`src/rtl/core/bpw_pkg.sv`:
```
// ----------------------------------------------------------------------------
// bpw_pkg - shared definitions for the blend pixel writer
// Field widths, command and register codes, scaling constants and the
// write request that the sequencer hands to the pixel store.
// ----------------------------------------------------------------------------
package bpw_pkg;

  localparam int MAX_WIDTH_DEF  = 256;
  localparam int MAX_HEIGHT_DEF = 256;

  localparam int CMD_W     = 2;
  localparam int POS_W     = 13;
  localparam int CH_W      = 8;
  localparam int COLOR_W   = 24;
  localparam int ALPHA_W   = 9;
  localparam int TAG_W     = 8;
  localparam int DIM_W     = 9;
  localparam int CFG_IDX_W = 2;

  localparam logic [CMD_W-1:0] CMD_PUT   = 2'd0;
  localparam logic [CMD_W-1:0] CMD_GET   = 2'd1;
  localparam logic [CMD_W-1:0] CMD_CLEAR = 2'd2;
  localparam logic [CMD_W-1:0] CMD_READ  = 2'd3;

  localparam logic [CFG_IDX_W-1:0] REG_FRAME_WIDTH  = 2'd0;
  localparam logic [CFG_IDX_W-1:0] REG_FRAME_HEIGHT = 2'd1;
  localparam logic [CFG_IDX_W-1:0] REG_CLEAR_COLOR  = 2'd2;

  localparam logic [DIM_W-1:0]   DIM_RESET   = 9'd256;
  localparam logic [COLOR_W-1:0] CLEAR_RESET = 24'h0A96FA;
  localparam logic [ALPHA_W-1:0] ALPHA_FULL  = 9'd256;

  // |pos| * dim is at most 4096 * 511
  localparam int PROD_W = 21;
  localparam int Q_W    = 12;

  // x: divide by 1920 = 128 * 15
  localparam int SHX     = 7;
  localparam int XP_W    = PROD_W - SHX;
  localparam int DIVX    = 15;
  localparam int RECIP_X = (1 << XP_W) / DIVX;
  localparam int XR_W    = XP_W + 2;

  // y: divide by 1020 = 4 * 255
  localparam int SHY     = 2;
  localparam int YP_W    = PROD_W - SHY;
  localparam int DIVY    = 255;
  localparam int RECIP_Y = (1 << YP_W) / DIVY;
  localparam int YR_W    = YP_W + 1;

  // shared multiplier operands
  localparam int MUL_A_W = YP_W;
  localparam int MUL_B_W = 13;
  localparam int MUL_P_W = MUL_A_W + MUL_B_W;

  typedef struct packed {
    logic               we_color;
    logic               we_tag;
    logic [COLOR_W-1:0] color;
    logic [TAG_W-1:0]   tag;
  } mem_wr_t;

endpackage

```
`src/rtl/core/bpw_mul.sv`:
```
// ----------------------------------------------------------------------------
// bpw_mul - shared multiplier
// Unsigned multiply with the product registered; used by every step of
// scaling, addressing and blending.
// ----------------------------------------------------------------------------
module bpw_mul
  import bpw_pkg::*;
(
  input  logic               clk,
  input  logic [MUL_A_W-1:0] op_a,
  input  logic [MUL_B_W-1:0] op_b,
  output logic [MUL_P_W-1:0] prod
);

  always_ff @(posedge clk) begin
    prod <= MUL_P_W'(op_a) * MUL_P_W'(op_b);
  end

endmodule

```
`config.mk`:
```
export PLATFORM = sky130hd
export DESIGN_NAME = bpw_mul
export DESIGN_NICKNAME = d
export VERILOG_FILES = /design/src/rtl/core/bpw_pkg.sv /design/src/rtl/core/bpw_mul.sv
export SDC_FILE = /design/constraint.sdc
export NUM_CORES = 1
export LEC_CHECK = 0
export BUFFER_PORTS_ARGS = -buffer_cell sky130_fd_sc_hd__buf_2
export CAP_MARGIN = 20
export CORE_MARGIN = 4
export CORE_UTILIZATION = 45
export DETAILED_ROUTE_END_ITERATION = 8
export GPL_TIMING_DRIVEN = 0
export PLACE_DENSITY = 0.62
export RECOVER_POWER = 100
export SLEW_MARGIN = 20
export SYNTH_ARGS = -nofsm -noshare
export SYNTH_HDL_FRONTEND = slang
export SYNTH_SLANG_ARGS = --single-unit
```
`constraint.sdc`:
```
create_clock -name clk -period 6.41 [get_ports clk]
set_input_delay 0.3205 -clock clk [delete_from_list [all_inputs] [get_ports clk]]
set_output_delay 0.3205 -clock clk [all_outputs]
set_load 0.005 [all_outputs]
```
==> summary.txt, run 1 <==
Timing
  • Worst Tran Pin Value: 0.7443 ns
  • Unrepaired setup endpoints after global routing: no
  • Worst hold slack: 0.3483 ns
  • Fin Setup TNS: 0 ns
  • Fmax: 0.1708 GHz
  • Tcrit/Tclk final: 0.9134
  • Final WS setup: 0.5549 ns
  • Final Hold Viols: 0
  • Final setup violation count: 0
  • Post-layout min period: 5.855 ns
  • Max-slew headroom: 0.5038
  • Count of final max-slew check failures: 0

Logic synthesis
  • Synthesized cell area: 8778 µm²
  • Avg Inst Size Synth: 8.539 µm²
  • Ys async rst share: 0
  • Library cells used by synthesis: 44
  • Area contributors post-synth: fa_1, ha_1, inv_1
  • Register area share after synthesis: 0.07298
  • Count leader, synth: inv_1
  • Post-Syn Nets: 1325
  • Ys flop type: dfxtp_1
  • Post-Synthesis Cells: 1028
  • #FFs+latches synth: 32
  • Top cells by count, synth: inv_1, fa_1, nand2_1
  • Synth warn: 0
  • EDFF count, synth: 0
  • Area share of the largest cell type after synthesis: 0.4265
  • Yosys top cell by area: fa_1

Layout
  • Max FFs per register: 32
  • Layout cells sized above 1: 0.04762
  • Fin cells: 1352
  • Layout area overhead: 8.024%
  • Final net count: 1389
  • # diodes: 0
  • Register with the most flip-flops: prod
  • Largest regs: prod: 32 flops

Pwr
  • Power Total: 5.231 mW
  • Power Dens Cells: 551.7 nW/µm²
  • Pleak: 4.934 nW
  • VDD IR-drop max: 0.0003900 V

Placement
  • PortBufs: 57
  • Detail Placement HPWL: 18260 µm
  • Cell count after placement: 1345
  • Dpl ws: 0.4035 ns
  • GP Congestion: 0.8635

Clock network
  • TritonCTS clock tree: built
  • H-Tree Depth: 2
  • Hold-fix buffers at CTS: 0
  • Setup Fix Bufs, Post-CTS: 0
  • Worst-case clock buffer depth: 2
  • Reg clk slew, reported paths: 0.05 ns
  • Total CTS buffers: 5
  • Post_cts resized: 0
  • Root Buffer: clkbuf_16
  • Num Clock Sinks: 32

Floorplanning
  • DIE HEIGHT: 147.7 µm
  • Placeable core area: 18960 µm²
  • Starting Density: 0.4631
  • Top-level port count: 65
  • Die Width: 147.7 µm
  • Die Footprint: 21810 µm²
  • Placement Rows: 50

Run status
  • Status: finished, final reports clean

Global routing
  • Total grt overflow: 0
  • First-pass GRT wire length: 36030 µm
  • Initial antenna violation count: 2
  • Largest net degree at the start of global routing: 11
  • Tot GR Track Use: 0.2085
  • Vias in the first global route: 7127

Hold path
  • Worst hold path type: in -> reg
  • Hold_sp: op_a[0]
  • Hold Crit Depth: 2
  • Hold path endpoint: prod[0]$_DFF_P_

Setup path
  • Element type at the critical path end: flop
  • CP startpoint kind: input port
  • CP max FO: 10
  • WP data required: 6.61 ns
  • Setup Crit Path Kind: in -> reg
  • Worst EP arrival: 6.06 ns

Detailed routing
  • Wire per inst: 15.83 µm
  • 1st-iter DRT viols: 218
  • Vias: 6743
  • Detailed Routing Iterations Pass 1: 5
  • Vias/cell: 4.987
  • Antenna Nets Post-Route: 0
  • Total routed wirelength: 21410 µm
  • DR DRC count: 0

Flow run
  • Max-cap violations: 0
-- cells by family (layout without fill, tap and decap cells) --
family | count (synthesis) | after routing | share of synthesized area
DFF | 32 | 32 | 0.07298
and+or+nand+nor | 324 | 324 | 0.1797
AOI/OAI and AO/OA | 75 | 75 | 0.05202
xor gates and xnor gates | 26 | 26 | 0.02594
muxes | 2 | 2 | 0.002281
adders and majority gates | 264 | 264 | 0.5362
buffers and inverters | 305 | 369 | 0.1308
-- worst max path at each step --
stage	cells past startpoint	slack, ns	start	to
after floorplan	19	1.38	op_b[7]	prod[29]$_DFF_P_
after global placement	19	0.40	op_b[8]	prod[29]$_DFF_P_
after detailed placement	19	0.40	op_b[7]	prod[31]$_DFF_P_
after CTS	19	0.69	op_b[7]	prod[31]$_DFF_P_
after global routing	19	0.25	op_b[1]	prod[31]$_DFF_P_
final	19	0.55	op_b[1]	prod[28]$_DFF_P_
-- per-layer routing --
layer / vias up / part of all wire / GRT usage
li1: 3135 / - / -
met2: 173 / 0.51 / 0.3815
met4: 0 / 0.029 / 0.04800
met3: 37 / 0.048 / 0.02728
met5: - / 0 / 0
met1: 3398 / 0.41 / 0.2625
-- final cells by class --
class / instances / area [µm²]
Inverter: 256 / 960.9
Sequential cell: 32 / 640.6
Buffer: 49 / 187.7
Tap cell: 260 / 325.3
Clock inverter: 2 / 12.51
Clock buffer: 5 / 125.1
Fill cell: 1888 / 9473
Multi-Input combinational cell: 691 / 6969
Timing Repair Buffer: 57 / 261.5
-- metrics by stage --
| step | util | area, µm² |
|---|---|---|
| after CTS | 0.5026 | 9527 |
| after global routing | 0.5003 | 9483 |
| after detailed placement | 0.4953 | 9389 |
| after global placement | 0.4953 | 9389 |
| after floorplan | - | 8778 |
| final | 0.5003 | 9483 |
-- critical path, stage by stage --
cell	delay, ns
clkbuf_1	0.54
clkbuf_1	0.50
and2_0	0.24
fa_1	0.39
inv_1	0.08
fa_1	0.40
inv_1	0.09
fa_1	0.46
fa_1	0.55
inv_1	0.05
fa_1	0.49
inv_1	0.05
ha_1	0.36
a21oi_1	0.16
o211ai_1	0.21
a211oi_1	0.54
nor4b_1	0.14
nor4_1	0.31
xnor2_1	0.16
-- power breakdown --
group / internal [mW] / switching (mW) / total (mW)
sequential: 0.367 / 0.0225 / 0.390
combinational: 1.83 / 2.79 / 4.62
clock: 0.140 / 0.0785 / 0.219
-- cells in the final DEF (no fill, tap or decap), drive strengths merged, types with 5 or more instances in the layout --
cell type  Yosys  layout
inv          256     256
fa           187     187
nand2        162     162
and2         112     112
ha            77      77
clkbuf        47      71
buf            2      40
a21oi         35      35
dfxtp         32      32
o21ai         17      17
nor2          15      15
xnor2         14      14
nand4         12      12
xor2          12      12
nand3          7       7
nor3           5       5
a21o           5       5
(Power assumes the default switching activity.)
==> run 2, diff against run 1 <==
--- a/config.mk
+++ b/config.mk
@@ -9,4 +9,5 @@
 export CAP_MARGIN = 20
-export CORE_MARGIN = 4
+export CORE_MARGIN = 3
 export CORE_UTILIZATION = 45
+export CTS_CLUSTER_SIZE = 14
 export DETAILED_ROUTE_END_ITERATION = 8
--- a/constraint.sdc
+++ b/constraint.sdc
@@ -3,2 +3,2 @@
 set_output_delay 0.3205 -clock clk [all_outputs]
-set_load 0.005 [all_outputs]
+set_load 0.05 [all_outputs]
==> run 2 against run 1 <==
Utilization about the same. Fmax down 0.48%. Critical path depth unchanged. Global-route usage up 0.83 points. Worst hold slack worse by 0.0073 ns. Final cell count up 0.15%. Cell area about the same. Die area down 2.7%. First-iteration DRC count up 28%. Sequential cell count unchanged. Wire length up 1.0%. Critical endpoint is now prod[29]$_DFF_P_.
==> summary.txt, run 2 (synthesis results as in run 1) <==
Run status
  • Status: finished, final reports clean

Setup path
  • Element type at the critical path end: flop
  • CP max FO: 10 (unchanged)
  • CP startpoint kind: input port
  • Setup Crit Path Kind: in -> reg
  • WP data required: 6.63 ns (+0.02 ns)
  • Worst EP arrival: 6.10 ns (+0.04 ns)

Timing
  • Post-layout min period: 5.883 ns (+0.02810 ns)
  • Max-slew headroom: 0.5180 (+0.01419)
  • Worst Tran Pin Value: 0.7231 ns (-0.02128 ns)
  • Worst hold slack: 0.3411 ns (-0.007251 ns)
  • Fmax: 0.1700 GHz (-0.48%)
  • Unrepaired setup endpoints after global routing: no
  • Count of final max-slew check failures: 0 (unchanged)
  • Final Hold Viols: 0 (unchanged)
  • Final setup violation count: 0 (unchanged)
  • Tcrit/Tclk final: 0.9178 (+0.004384)
  • Fin Setup TNS: 0 ns (unchanged)

Detailed routing
  • Detailed Routing Iterations Pass 1: 5 (unchanged)
  • Vias/cell: 5.015 (+0.55%)
  • Total routed wirelength: 21620 µm (+1.0%)
  • DR DRC count: 0 (unchanged)
  • Vias: 6790 (+0.70%)
  • Wire per inst: 15.97 µm (+0.86%)
  • Antenna Nets Post-Route: 0 (unchanged)
  • 1st-iter DRT viols: 279 (+28%)

Layout
  • Storage cell area: 640.6 µm² (unchanged)
  • Layout area overhead: 7.982% (about the same)
  • Final net count: 1389 (unchanged)
  • Largest regs: prod: 32 flops
  • Register with the most flip-flops: prod
  • Most common cell after layout, fill and taps aside: inv_1
  • Layout cells sized above 1: 0.03568 (-0.01194)
  • Multi-input logic area: 6969 µm² (unchanged)
  • Fillers: 1890 (+0.11%)
  • Max FFs per register: 32 (unchanged)
  • Highest-count cells in the layout ignoring fill and taps: inv_1, fa_1, nand2_1

Floorplanning
  • Placement Rows: 50 (unchanged)
  • Placeable core area: 18960 µm² (unchanged)
  • DIE HEIGHT: 145.7 µm (-1.4%)
  • Top-level port count: 65 (unchanged)
  • Starting Density: 0.4631 (unchanged)
  • Die Width: 145.7 µm (-1.4%)
  • Die Footprint: 21220 µm² (-2.7%)

Clock network
  • H-Tree Depth: 2 (unchanged)
  • Hold-fix buffers at CTS: 0 (unchanged)
  • TritonCTS clock tree: built
  • Num Clock Sinks: 32 (unchanged)
  • Reg clk slew, reported paths: 0.05 ns (about the same)
  • Total CTS buffers: 5 (unchanged)
  • Worst-case clock buffer depth: 2 (unchanged)
  • Setup Fix Bufs, Post-CTS: 0 (unchanged)
  • Root Buffer: clkbuf_16
  • Post_cts resized: 0 (unchanged)

Hold path
  • Hold Crit Depth: 2 (unchanged)
  • Worst hold path type: in -> reg

Global routing
  • First-pass GRT wire length: 36540 µm (+1.4%)
  • Total grt overflow: 0 (unchanged)
  • Largest net degree at the start of global routing: 11 (unchanged)
  • Tot GR Track Use: 0.2168 (+0.008288)
  • Initial antenna violation count: 1 (-1)
  • Vias in the first global route: 7364 (+3.3%)

Flow run
  • Max-cap violations: 0 (unchanged)

Placement
  • PortBufs: 57 (unchanged)
  • Detail Placement HPWL: 18210 µm (-0.28%)
  • GP Congestion: 0.8774 (+1.6%)
-- run 2: path summary, 6_finish.rpt --
check / endpoint / from
worst max-delay path: prod[29]$_DFF_P_ / op_b[7]
worst min-delay path: prod[0]$_DFF_P_ / op_a[0]
-- run 2: through the flow --
stage | instances | area [µm²] | util | worst slack [ns]
after floorplan | 1028 | 8778 | - | 1.382
after global placement | 1345 | 9389 | 0.4953 | 0.3409
after detailed placement | 1345 | 9389 | 0.4953 | 0.4148
after CTS | 1353 | 9538 | 0.5032 | 0.6879
after global routing | 1353 | 9477 | 0.4999 | 0.2682
final | 1354 | 9479 | 0.5001 | 0.5268
-- run 2: cell type report --
class,count,area share
Antenna cell,1,0.0002640
Buffer,49,0.01980
Clock buffer,6,0.01465
Clock inverter,2,0.001056
Inverter,256,0.1014
Multi-Input combinational cell,691,0.7352
Sequential cell,32,0.06758
Tap cell,260,0.03432
Timing Repair Buffer,57,0.02574
-- run 2: per-layer routing --
metal	part of all wire	wire (µm)	vias to the layer above	global-route usage
li1	-	-	3146	-
met1	0.41	8906	3425	0.2697
met2	0.51	11090	176	0.3971
met3	0.047	1007	43	0.02585
met4	0.029	623	0	0.06078
met5	0	0	-	0
-- run 2: worst max-delay path, cell delays in order --
cell	delay, ns
clkbuf_1	0.48
clkbuf_1	0.57
nand2_1	0.17
fa_1	0.56
inv_1	0.05
fa_1	0.58
fa_1	0.47
fa_1	0.52
inv_1	0.05
fa_1	0.47
inv_1	0.04
ha_1	0.25
buf_2	0.16
a21oi_1	0.25
o21a_1	0.17
o221ai_1	0.14
a211o_2	0.34
o21ai_0	0.30
mux2i_1	0.21
Power of run 2 is left out: the tool's default activity adds up to more than one toggle a clock period on the data nets, which glitch-free logic cannot reach.
