==> src/rtl/core/bpw_pkg.sv <==
// ----------------------------------------------------------------------------
// bpw_pkg - shared definitions for the blend pixel writer
// Field widths, command and register codes, scaling constants and the
// write request that the sequencer hands to the pixel store.
// ----------------------------------------------------------------------------
package bpw_pkg;

  localparam int MAX_WIDTH_DEF  = 256;
  localparam int MAX_HEIGHT_DEF = 256;

  localparam int CMD_W     = 2;
  localparam int POS_W     = 13;
  localparam int CH_W      = 8;
  localparam int COLOR_W   = 24;
  localparam int ALPHA_W   = 9;
  localparam int TAG_W     = 8;
  localparam int DIM_W     = 9;
  localparam int CFG_IDX_W = 2;

  localparam logic [CMD_W-1:0] CMD_PUT   = 2'd0;
  localparam logic [CMD_W-1:0] CMD_GET   = 2'd1;
  localparam logic [CMD_W-1:0] CMD_CLEAR = 2'd2;
  localparam logic [CMD_W-1:0] CMD_READ  = 2'd3;

  localparam logic [CFG_IDX_W-1:0] REG_FRAME_WIDTH  = 2'd0;
  localparam logic [CFG_IDX_W-1:0] REG_FRAME_HEIGHT = 2'd1;
  localparam logic [CFG_IDX_W-1:0] REG_CLEAR_COLOR  = 2'd2;

  localparam logic [DIM_W-1:0]   DIM_RESET   = 9'd256;
  localparam logic [COLOR_W-1:0] CLEAR_RESET = 24'h0A96FA;
  localparam logic [ALPHA_W-1:0] ALPHA_FULL  = 9'd256;

  // |pos| * dim is at most 4096 * 511
  localparam int PROD_W = 21;
  localparam int Q_W    = 12;

  // x: divide by 1920 = 128 * 15
  localparam int SHX     = 7;
  localparam int XP_W    = PROD_W - SHX;
  localparam int DIVX    = 15;
  localparam int RECIP_X = (1 << XP_W) / DIVX;
  localparam int XR_W    = XP_W + 2;

  // y: divide by 1020 = 4 * 255
  localparam int SHY     = 2;
  localparam int YP_W    = PROD_W - SHY;
  localparam int DIVY    = 255;
  localparam int RECIP_Y = (1 << YP_W) / DIVY;
  localparam int YR_W    = YP_W + 1;

  // shared multiplier operands
  localparam int MUL_A_W = YP_W;
  localparam int MUL_B_W = 13;
  localparam int MUL_P_W = MUL_A_W + MUL_B_W;

  typedef struct packed {
    logic               we_color;
    logic               we_tag;
    logic [COLOR_W-1:0] color;
    logic [TAG_W-1:0]   tag;
  } mem_wr_t;

endpackage

==> src/rtl/core/bpw_seq.sv <==
// ----------------------------------------------------------------------------
// bpw_seq - request sequencer
// Steps put and get requests through scaling, bounds check, address and read,
// puts also through blend and write, on the shared multiplier; read colour
// skips the scaling; runs the fill and clear sweeps; holds the result register.
// ----------------------------------------------------------------------------
module bpw_seq
  import bpw_pkg::*;
#(
  parameter  int DEPTH  = MAX_WIDTH_DEF * MAX_HEIGHT_DEF,
  localparam int ADDR_W = $clog2(DEPTH)
) (
  input  logic                     clk,
  input  logic                     rst,
  input  logic                     in_valid,
  output logic                     in_ready,
  input  logic [CMD_W-1:0]         cmd,
  input  logic signed [POS_W-1:0]  pos_x,
  input  logic signed [POS_W-1:0]  pos_y,
  input  logic [CH_W-1:0]          red_in,
  input  logic [CH_W-1:0]          green_in,
  input  logic [CH_W-1:0]          blue_in,
  input  logic [ALPHA_W-1:0]       alpha,
  input  logic [TAG_W-1:0]         tag_in,
  output logic                     out_valid,
  input  logic                     out_ready,
  output logic [TAG_W-1:0]         tag_out,
  output logic [COLOR_W-1:0]       color_out,
  output logic                     in_bounds,
  input  logic [DIM_W-1:0]         eff_width,
  input  logic [DIM_W-1:0]         eff_height,
  input  logic [COLOR_W-1:0]       clear_color,
  output logic [MUL_A_W-1:0]       mul_a,
  output logic [MUL_B_W-1:0]       mul_b,
  input  logic [MUL_P_W-1:0]       mul_prod,
  output logic [ADDR_W-1:0]        mem_addr,
  output mem_wr_t                  mem_wr,
  input  logic [COLOR_W-1:0]       rd_color,
  input  logic [TAG_W-1:0]         rd_tag
);

  localparam logic [3:0] S_INIT = 4'd0;
  localparam logic [3:0] S_IDLE = 4'd1;
  localparam logic [3:0] S_MX   = 4'd2;
  localparam logic [3:0] S_RX   = 4'd3;
  localparam logic [3:0] S_MY   = 4'd4;
  localparam logic [3:0] S_RY   = 4'd5;
  localparam logic [3:0] S_CY   = 4'd6;
  localparam logic [3:0] S_ADR  = 4'd7;
  localparam logic [3:0] S_AD2  = 4'd8;
  localparam logic [3:0] S_RD   = 4'd9;
  localparam logic [3:0] S_BR   = 4'd10;
  localparam logic [3:0] S_BG   = 4'd11;
  localparam logic [3:0] S_BB   = 4'd12;
  localparam logic [3:0] S_WR   = 4'd13;
  localparam logic [3:0] S_CLR  = 4'd14;
  localparam logic [3:0] S_DONE = 4'd15;

  localparam logic [ADDR_W-1:0] LAST_ADDR = ADDR_W'(DEPTH - 1);

  logic [3:0]         state;
  logic [CMD_W-1:0]   cmd_r;
  logic               neg_x;
  logic               neg_y;
  logic [POS_W-1:0]   mag_x;
  logic [POS_W-1:0]   mag_y;
  logic [COLOR_W-1:0] new_color;
  logic [ALPHA_W-1:0] alpha_r;
  logic [TAG_W-1:0]   tag_r;
  logic [YP_W-1:0]    pf;
  logic [Q_W-1:0]     qx;
  logic [DIM_W-1:0]   sx;
  logic [DIM_W-1:0]   sy;
  logic [ADDR_W-1:0]  addr;
  logic [CH_W-1:0]    blend_r;
  logic [CH_W-1:0]    blend_g;
  logic [COLOR_W-1:0] fill_color;
  logic [TAG_W-1:0]   res_tag;
  logic [COLOR_W-1:0] res_color;
  logic               res_inb;

  logic [POS_W-1:0]   px_u;
  logic [POS_W-1:0]   py_u;
  logic               read_inb;
  logic [Q_W-1:0]     q0x;
  logic [XR_W-1:0]    rem_x;
  logic [Q_W-1:0]     qx_fix;
  logic [Q_W-1:0]     q0y;
  logic [YR_W-1:0]    rem_y;
  logic [Q_W-1:0]     qy_fix;
  logic               inb_x;
  logic               inb_y;
  logic [CH_W-1:0]    iss_old;
  logic [CH_W-1:0]    iss_new;
  logic [CH_W-1:0]    iss_mag;
  logic [CH_W-1:0]    fin_old;
  logic [CH_W-1:0]    fin_new;
  logic [CH_W-1:0]    fin_q;
  logic [CH_W-1:0]    blend_res;
  logic               accept;
  logic               out_free;

  assign in_ready = (state == S_IDLE);
  assign accept   = in_valid && in_ready;
  assign out_free = !out_valid || out_ready;
  assign mem_addr = addr;

  // unsigned views of the virtual coordinates; a magnitude of 4096 still fits unsigned
  assign px_u = pos_x;
  assign py_u = pos_y;
  assign read_inb = !px_u[POS_W-1] && !py_u[POS_W-1] &&
                    (px_u < POS_W'(eff_width)) && (py_u < POS_W'(eff_height));

  // reciprocal quotient is at most one low, one compare fixes it
  assign q0x    = mul_prod[XP_W +: Q_W];
  assign rem_x  = XR_W'(pf[XP_W-1:0]) - XR_W'(q0x) * XR_W'(DIVX);
  assign qx_fix = q0x + Q_W'(rem_x >= XR_W'(DIVX));

  assign q0y    = mul_prod[YP_W +: Q_W];
  assign rem_y  = YR_W'(pf) - YR_W'(q0y) * YR_W'(DIVY);
  assign qy_fix = q0y + Q_W'(rem_y >= YR_W'(DIVY));

  // negative side is in bounds only when it truncates to zero
  assign inb_x = (qx < Q_W'(eff_width)) && (!neg_x || (qx == '0));
  assign inb_y = (qy_fix < Q_W'(eff_height)) && (!neg_y || (qy_fix == '0));

  // channel whose product is issued this cycle
  always_comb begin
    unique case (state)
      S_BG: begin
        iss_old = rd_color[CH_W +: CH_W];
        iss_new = new_color[CH_W +: CH_W];
      end
      S_BB: begin
        iss_old = rd_color[0 +: CH_W];
        iss_new = new_color[0 +: CH_W];
      end
      default: begin
        iss_old = rd_color[2*CH_W +: CH_W];
        iss_new = new_color[2*CH_W +: CH_W];
      end
    endcase
  end

  assign iss_mag = (iss_new >= iss_old) ? (iss_new - iss_old) : (iss_old - iss_new);

  // channel whose product returns this cycle
  always_comb begin
    unique case (state)
      S_BB: begin
        fin_old = rd_color[CH_W +: CH_W];
        fin_new = new_color[CH_W +: CH_W];
      end
      S_WR: begin
        fin_old = rd_color[0 +: CH_W];
        fin_new = new_color[0 +: CH_W];
      end
      default: begin
        fin_old = rd_color[2*CH_W +: CH_W];
        fin_new = new_color[2*CH_W +: CH_W];
      end
    endcase
  end

  assign fin_q     = mul_prod[CH_W +: CH_W];
  assign blend_res = (fin_new >= fin_old) ? (fin_old + fin_q) : (fin_old - fin_q);

  // operand select for the shared multiplier
  always_comb begin
    unique case (state)
      S_MX: begin
        mul_a = MUL_A_W'(mag_x);
        mul_b = MUL_B_W'(eff_width);
      end
      S_RX: begin
        mul_a = MUL_A_W'(mul_prod[PROD_W-1:SHX]);
        mul_b = MUL_B_W'(RECIP_X);
      end
      S_MY: begin
        mul_a = MUL_A_W'(mag_y);
        mul_b = MUL_B_W'(eff_height);
      end
      S_RY: begin
        mul_a = MUL_A_W'(mul_prod[PROD_W-1:SHY]);
        mul_b = MUL_B_W'(RECIP_Y);
      end
      S_ADR: begin
        mul_a = MUL_A_W'(sy);
        mul_b = MUL_B_W'(eff_width);
      end
      S_BR, S_BG, S_BB: begin
        mul_a = MUL_A_W'(iss_mag);
        mul_b = MUL_B_W'(alpha_r);
      end
      default: begin
        mul_a = '0;
        mul_b = '0;
      end
    endcase
  end

  always_comb begin
    mem_wr = '0;
    if (state == S_INIT || state == S_CLR) begin
      mem_wr.we_color = 1'b1;
      mem_wr.we_tag   = 1'b1;
      mem_wr.color    = fill_color;
    end else if (state == S_WR) begin
      mem_wr.we_color = 1'b1;
      mem_wr.we_tag   = (tag_r != '0) && (alpha_r != '0);
      mem_wr.color    = {blend_r, blend_g, blend_res};
      mem_wr.tag      = tag_r;
    end
  end

  always_ff @(posedge clk) begin
    if (rst) begin
      state      <= S_INIT;
      addr       <= '0;
      fill_color <= CLEAR_RESET;
      out_valid  <= 1'b0;
    end else begin
      if (state == S_DONE && out_free) begin
        out_valid <= 1'b1;
      end else if (out_valid && out_ready) begin
        out_valid <= 1'b0;
      end
      unique case (state)
        S_INIT, S_CLR: begin
          if (addr == LAST_ADDR) begin
            addr  <= '0;
            state <= (state == S_INIT) ? S_IDLE : S_DONE;
          end else begin
            addr <= addr + ADDR_W'(1);
          end
        end
        S_IDLE: begin
          if (accept) begin
            cmd_r     <= cmd;
            neg_x     <= px_u[POS_W-1];
            neg_y     <= py_u[POS_W-1];
            mag_x     <= px_u[POS_W-1] ? (~px_u + POS_W'(1)) : px_u;
            mag_y     <= py_u[POS_W-1] ? (~py_u + POS_W'(1)) : py_u;
            new_color <= {red_in, green_in, blue_in};
            alpha_r   <= (alpha > ALPHA_FULL) ? ALPHA_FULL : alpha;
            tag_r     <= tag_in;
            res_tag   <= '0;
            res_color <= '0;
            priority case (cmd)
              CMD_CLEAR: begin
                fill_color <= clear_color;
                addr       <= '0;
                res_inb    <= 1'b0;
                state      <= S_CLR;
              end
              CMD_READ: begin
                sx      <= px_u[DIM_W-1:0];
                sy      <= py_u[DIM_W-1:0];
                res_inb <= read_inb;
                state   <= read_inb ? S_ADR : S_DONE;
              end
              default: begin
                res_inb <= 1'b0;
                state   <= S_MX;
              end
            endcase
          end
        end
        S_MX: state <= S_RX;
        S_RX: begin
          pf    <= YP_W'(mul_prod[PROD_W-1:SHX]);
          state <= S_MY;
        end
        S_MY: begin
          qx    <= qx_fix;
          state <= S_RY;
        end
        S_RY: begin
          pf    <= mul_prod[PROD_W-1:SHY];
          state <= S_CY;
        end
        S_CY: begin
          sx      <= neg_x ? '0 : qx[DIM_W-1:0];
          sy      <= neg_y ? '0 : qy_fix[DIM_W-1:0];
          res_inb <= inb_x && inb_y;
          state   <= (inb_x && inb_y) ? S_ADR : S_DONE;
        end
        S_ADR: state <= S_AD2;
        S_AD2: begin
          addr  <= mul_prod[ADDR_W-1:0] + ADDR_W'(sx);
          state <= S_RD;
        end
        S_RD: state <= S_BR;
        S_BR: begin
          priority case (cmd_r)
            CMD_READ: begin
              res_color <= rd_color;
              state     <= S_DONE;
            end
            CMD_GET: begin
              res_tag <= rd_tag;
              state   <= S_DONE;
            end
            default: begin
              res_tag <= rd_tag;
              state   <= S_BG;
            end
          endcase
        end
        S_BG: begin
          blend_r <= blend_res;
          state   <= S_BB;
        end
        S_BB: begin
          blend_g <= blend_res;
          state   <= S_WR;
        end
        S_WR: state <= S_DONE;
        S_DONE: begin
          if (out_free) begin
            tag_out   <= res_tag;
            color_out <= res_color;
            in_bounds <= res_inb;
            state     <= S_IDLE;
          end
        end
      endcase
    end
  end

endmodule
==> config.mk <==
export PLATFORM = sky130hd
export DESIGN_NAME = bpw_seq
export DESIGN_NICKNAME = d
export VERILOG_FILES = /design/src/rtl/core/bpw_pkg.sv /design/src/rtl/core/bpw_seq.sv
export SDC_FILE = /design/constraint.sdc
export NUM_CORES = 1
export LEC_CHECK = 0
export BUFFER_PORTS_ARGS = -buffer_cell sky130_fd_sc_hd__clkbuf_2
export CAP_MARGIN = 30
export CORE_UTILIZATION = 53
export DETAILED_ROUTE_END_ITERATION = 12
export GPL_ROUTABILITY_DRIVEN = 0
export PLACE_DENSITY = 0.78
export SLEW_MARGIN = 30
export SYNTH_ARGS = -nofsm -noshare
export SYNTH_HDL_FRONTEND = slang
export SYNTH_SLANG_ARGS = --single-unit
==> constraint.sdc <==
create_clock -name clk -period 7.9 [get_ports clk]
set_input_delay 0.79 -clock clk [delete_from_list [all_inputs] [get_ports clk]]
set_output_delay 0.79 -clock clk [all_outputs]
set_load 0.03 [all_outputs]
==> flow_summary_export.csv <==
group,metric,value,unit
final_layout,utilization,0.637,
setup_path,critPathRequiredTime,8200,ps
hold_path,min-delay-start,"blue_in[1]",
setup_path,end_kind,"flip-flop",
timing,setup_ws,158,ps
final_layout,fillers,2775,
setup_path,slowest_delay,590,ps
timing,fin_hold_ws,393,ps
floorplanning,start_util,0.540,
final_layout,final_layout_size_suffix_gt1_frac,0.206,
global_routing,grt_usage,0.296,
timing,setup_viol_count_final,0,
global_routing,grt.overflow.total,0,
detailed_routing,wl_per_cell,20.0,µm
yosys,synth_area_leaders,"edfxtp_1 32%, ha_1 11%, fa_1 10%",
setup_path,critPathArrivalTime,8040,ps
floorplanning,die_area,0.0361,mm²
global_routing,grt_pass1_wl,83400,µm
yosys,avgSynthCellArea,9.75,µm²
timing,setup_tns,0,ps
final_layout,area_growth,18.0,%
clock_tree,cts_hold_buf,0,
final_layout,final_area,0.0221,mm²
clock_tree,cts_buffer_depth,3,
yosys,syn-cell-area,0.0187,mm²
placed_design,port_buffers,292,
status,status,"complete, no violations",
setup_path,crit_top_cell,"inv_1",
run,maxCapViolCount,0,
hold_path,hold_depth,1,
placed_design,placedCellCount,2681,
timing,period_share,0.980,
yosys,synth.most_common_cell,"inv_1",
clock_tree,cts.sinks,247,
detailed_routing,dr.pass1.iters,7,
power_and_ir_drop,p_per_area,315,mW/mm²
setup_path,r2r-start,"pf[7]",
setup_path,crit_path_max_fanout,5,
floorplanning,fp.dieH,190,µm
yosys,synth.largest_area_cell,"edfxtp_1",
setup_path,r2r_slack,220,ps
global_routing,grt_max_degree,58,
setup_path,r2r-end,"res_inb",
yosys,synth_edf_count,202,
floorplanning,rows,68,
clock_tree,root_buffer,"clkbuf_16",
clock_tree,cts_tree,"built",
timing,finalClockSkew,36.0,ps
yosys,synth-async-reset-ratio,0,
power_and_ir_drop,total_power,6.96,mW
floorplanning,io_pins,296,
clock_tree,path_clk_slew,60,ps
timing,period_needed,7740,ps
setup_path,crit_slowest_cell,"fa_1",
hold_path,hold_end,"new_color[1]",
timing,max_freq,129,MHz
setup_path,startpoint_type,"input port",
floorplanning,core_area,0.0347,mm²
final_layout,final_nets,2701,
yosys,yosysSeqAreaShare,0.372,
yosys,ys_seq_elements,247,
floorplanning,die_w,190,µm
power_and_ir_drop,p_leak,9.93,nW
yosys,netlist_top_cells_count,"243 x inv_1, 228 x nand2_1, 202 x edfxtp_1",
detailed_routing,antenna_left,0,
final_layout,stdcell_count,2736,
detailed_routing,viasPerCell,5.86,
hold_path,hold_path.class,"input port to flip-flop",
yosys,syn_inst,1923,
detailed_routing,wl,54700,µm
timing,hold_violations,0,
placed_design,place_area,0.0212,mm²
timing,timing.slew.headroom,0.347,
yosys,ys_warn_count,0,
global_routing,grt_pass1_vias,15800,
clock_tree,htreeDepth,1,
yosys,synthFlopType,"edfxtp_1",
yosys,synth_top_area_frac,0.324,
timing,drv_slew,0,
global_routing,antenna_found_initial,1,
power_and_ir_drop,vdd_drop_max,431,µV
placed_design,dpl.hpwl,43000,µm
placed_design,place_ws,-414,ps
clock_tree,worstSkewPairLatency,570,ps
detailed_routing,route.detailed.drc,0,
setup_path,rr_worst_depth,30,
setup_path,worstSetupPathType,"input port to flip-flop",
detailed_routing,num_vias,16000,
yosys,ys_types,74,
timing,worstMarginPinSlew,979,ps
clock_tree,cts_buffers,28,
detailed_routing,first_iter_violations,1461,
## worst max-delay path: cells and delay by family
| kind | cells | cell delay [ps] |
|---|---|---|
| xor gates and xnor gates | 1 | 170 |
| muxes | 1 | 360 |
| adders and majority gates | 8 | 3320 |
| and+or+nand+nor | 3 | 630 |
| buffers and inverters | 8 | 650 |
| AOI/OAI and AO/OA | 11 | 2120 |
## repair_timing
| item | CTS | global route |
|---|---|---|
| buffers inserted | 0 | 3 |
| hold endpoints to repair | 0 | 0 |
| gates resized for setup | 0 | 10 |
| endpoints found under the setup margin | 0 | 2 |
## logic make-up after synthesis
logic type               after synthesis  synth area share
AND/OR/NAND/NOR                      574             0.148
AO/OA/AOI/OAI                        416             0.148
buffers and inverters                311            0.0633
adder cells (fa/ha/maj)              263             0.214
flip-flops                           247             0.372
XOR/XNOR                              83            0.0395
multiplexers                          28            0.0152
other                                  1          0.000200
## metal layers
layer  GRT usage  part of all wire  up-vias
met5           0                 0        -
met4       0.103             0.034        0
met3      0.0548             0.088      132
met2       0.508              0.49      818
met1       0.373              0.39     7645
li1            -                 -     7425
## cells in the final DEF, fill, tap and decap left out, types with 24 or more instances in the layout
cell type and n:
a21oi_1 82, a22o_1 27, a22oi_1 33, and2_1 43, buf_4 80, clkbuf_16 28, clkbuf_2 292, dfxtp_1 44
edfxtp_1 202, fa_1 97, ha_1 165, inv_1 243, mux2i_1 24, nand2_1 227, nand2b_1 32, nand3_1 48
nor2_1 76, nor3_1 26, o21ai_0 105, xnor2_1 56, xor2_1 24
## how the worst max path moves through the flow
stage,from,endpoint,slack (ps),cells after the start
2_1_floorplan,mul_prod[24],res_inb,50,31
3_3_place_gp,mul_prod[22],res_inb,-240,31
3_5_place_dp,mul_prod[22],res_inb,-410,31
4_1_cts,mul_prod[22],res_inb,80,31
5_1_grt,mul_prod[22],res_inb,-110,33
6_report,mul_prod[22],res_inb,160,32
## sequential cells by signal, summed over array words and instances, names as in the netlist
name        count
qx             12
res_inb         1
res_color      24
res_tag         8
neg_y           1
fill_color     24
new_color      24
mem_addr       16
alpha_r         9
sy              9
cmd_r           2
tag_r           8
in_bounds       1
out_valid       1
pf             19
neg_x           1
mag_x          13
sx              9
mag_y          13
color_out      24
blend_r         8
state           4
blend_g         8
tag_out         8
## cell type report
class,instances,area [µm²],share of cell area
antenna,1,2.50,0.000113
clock buffer,28,701,0.0317
clock inverter,23,180,0.00814
inverter,244,916,0.0414
multi-input combinational,1366,10700,0.485
sequential,247,6970,0.315
tap,455,569,0.0257
timing repair buffer,372,2060,0.0932
## power by group
group	switching, mW	total [mW]	internal [mW]
Sequential	0.0984	1.64	1.54
Clock	0.558	1.25	0.689
Combinational	2.43	4.07	1.65
Note: power is estimated with default switching activity, not from simulation.
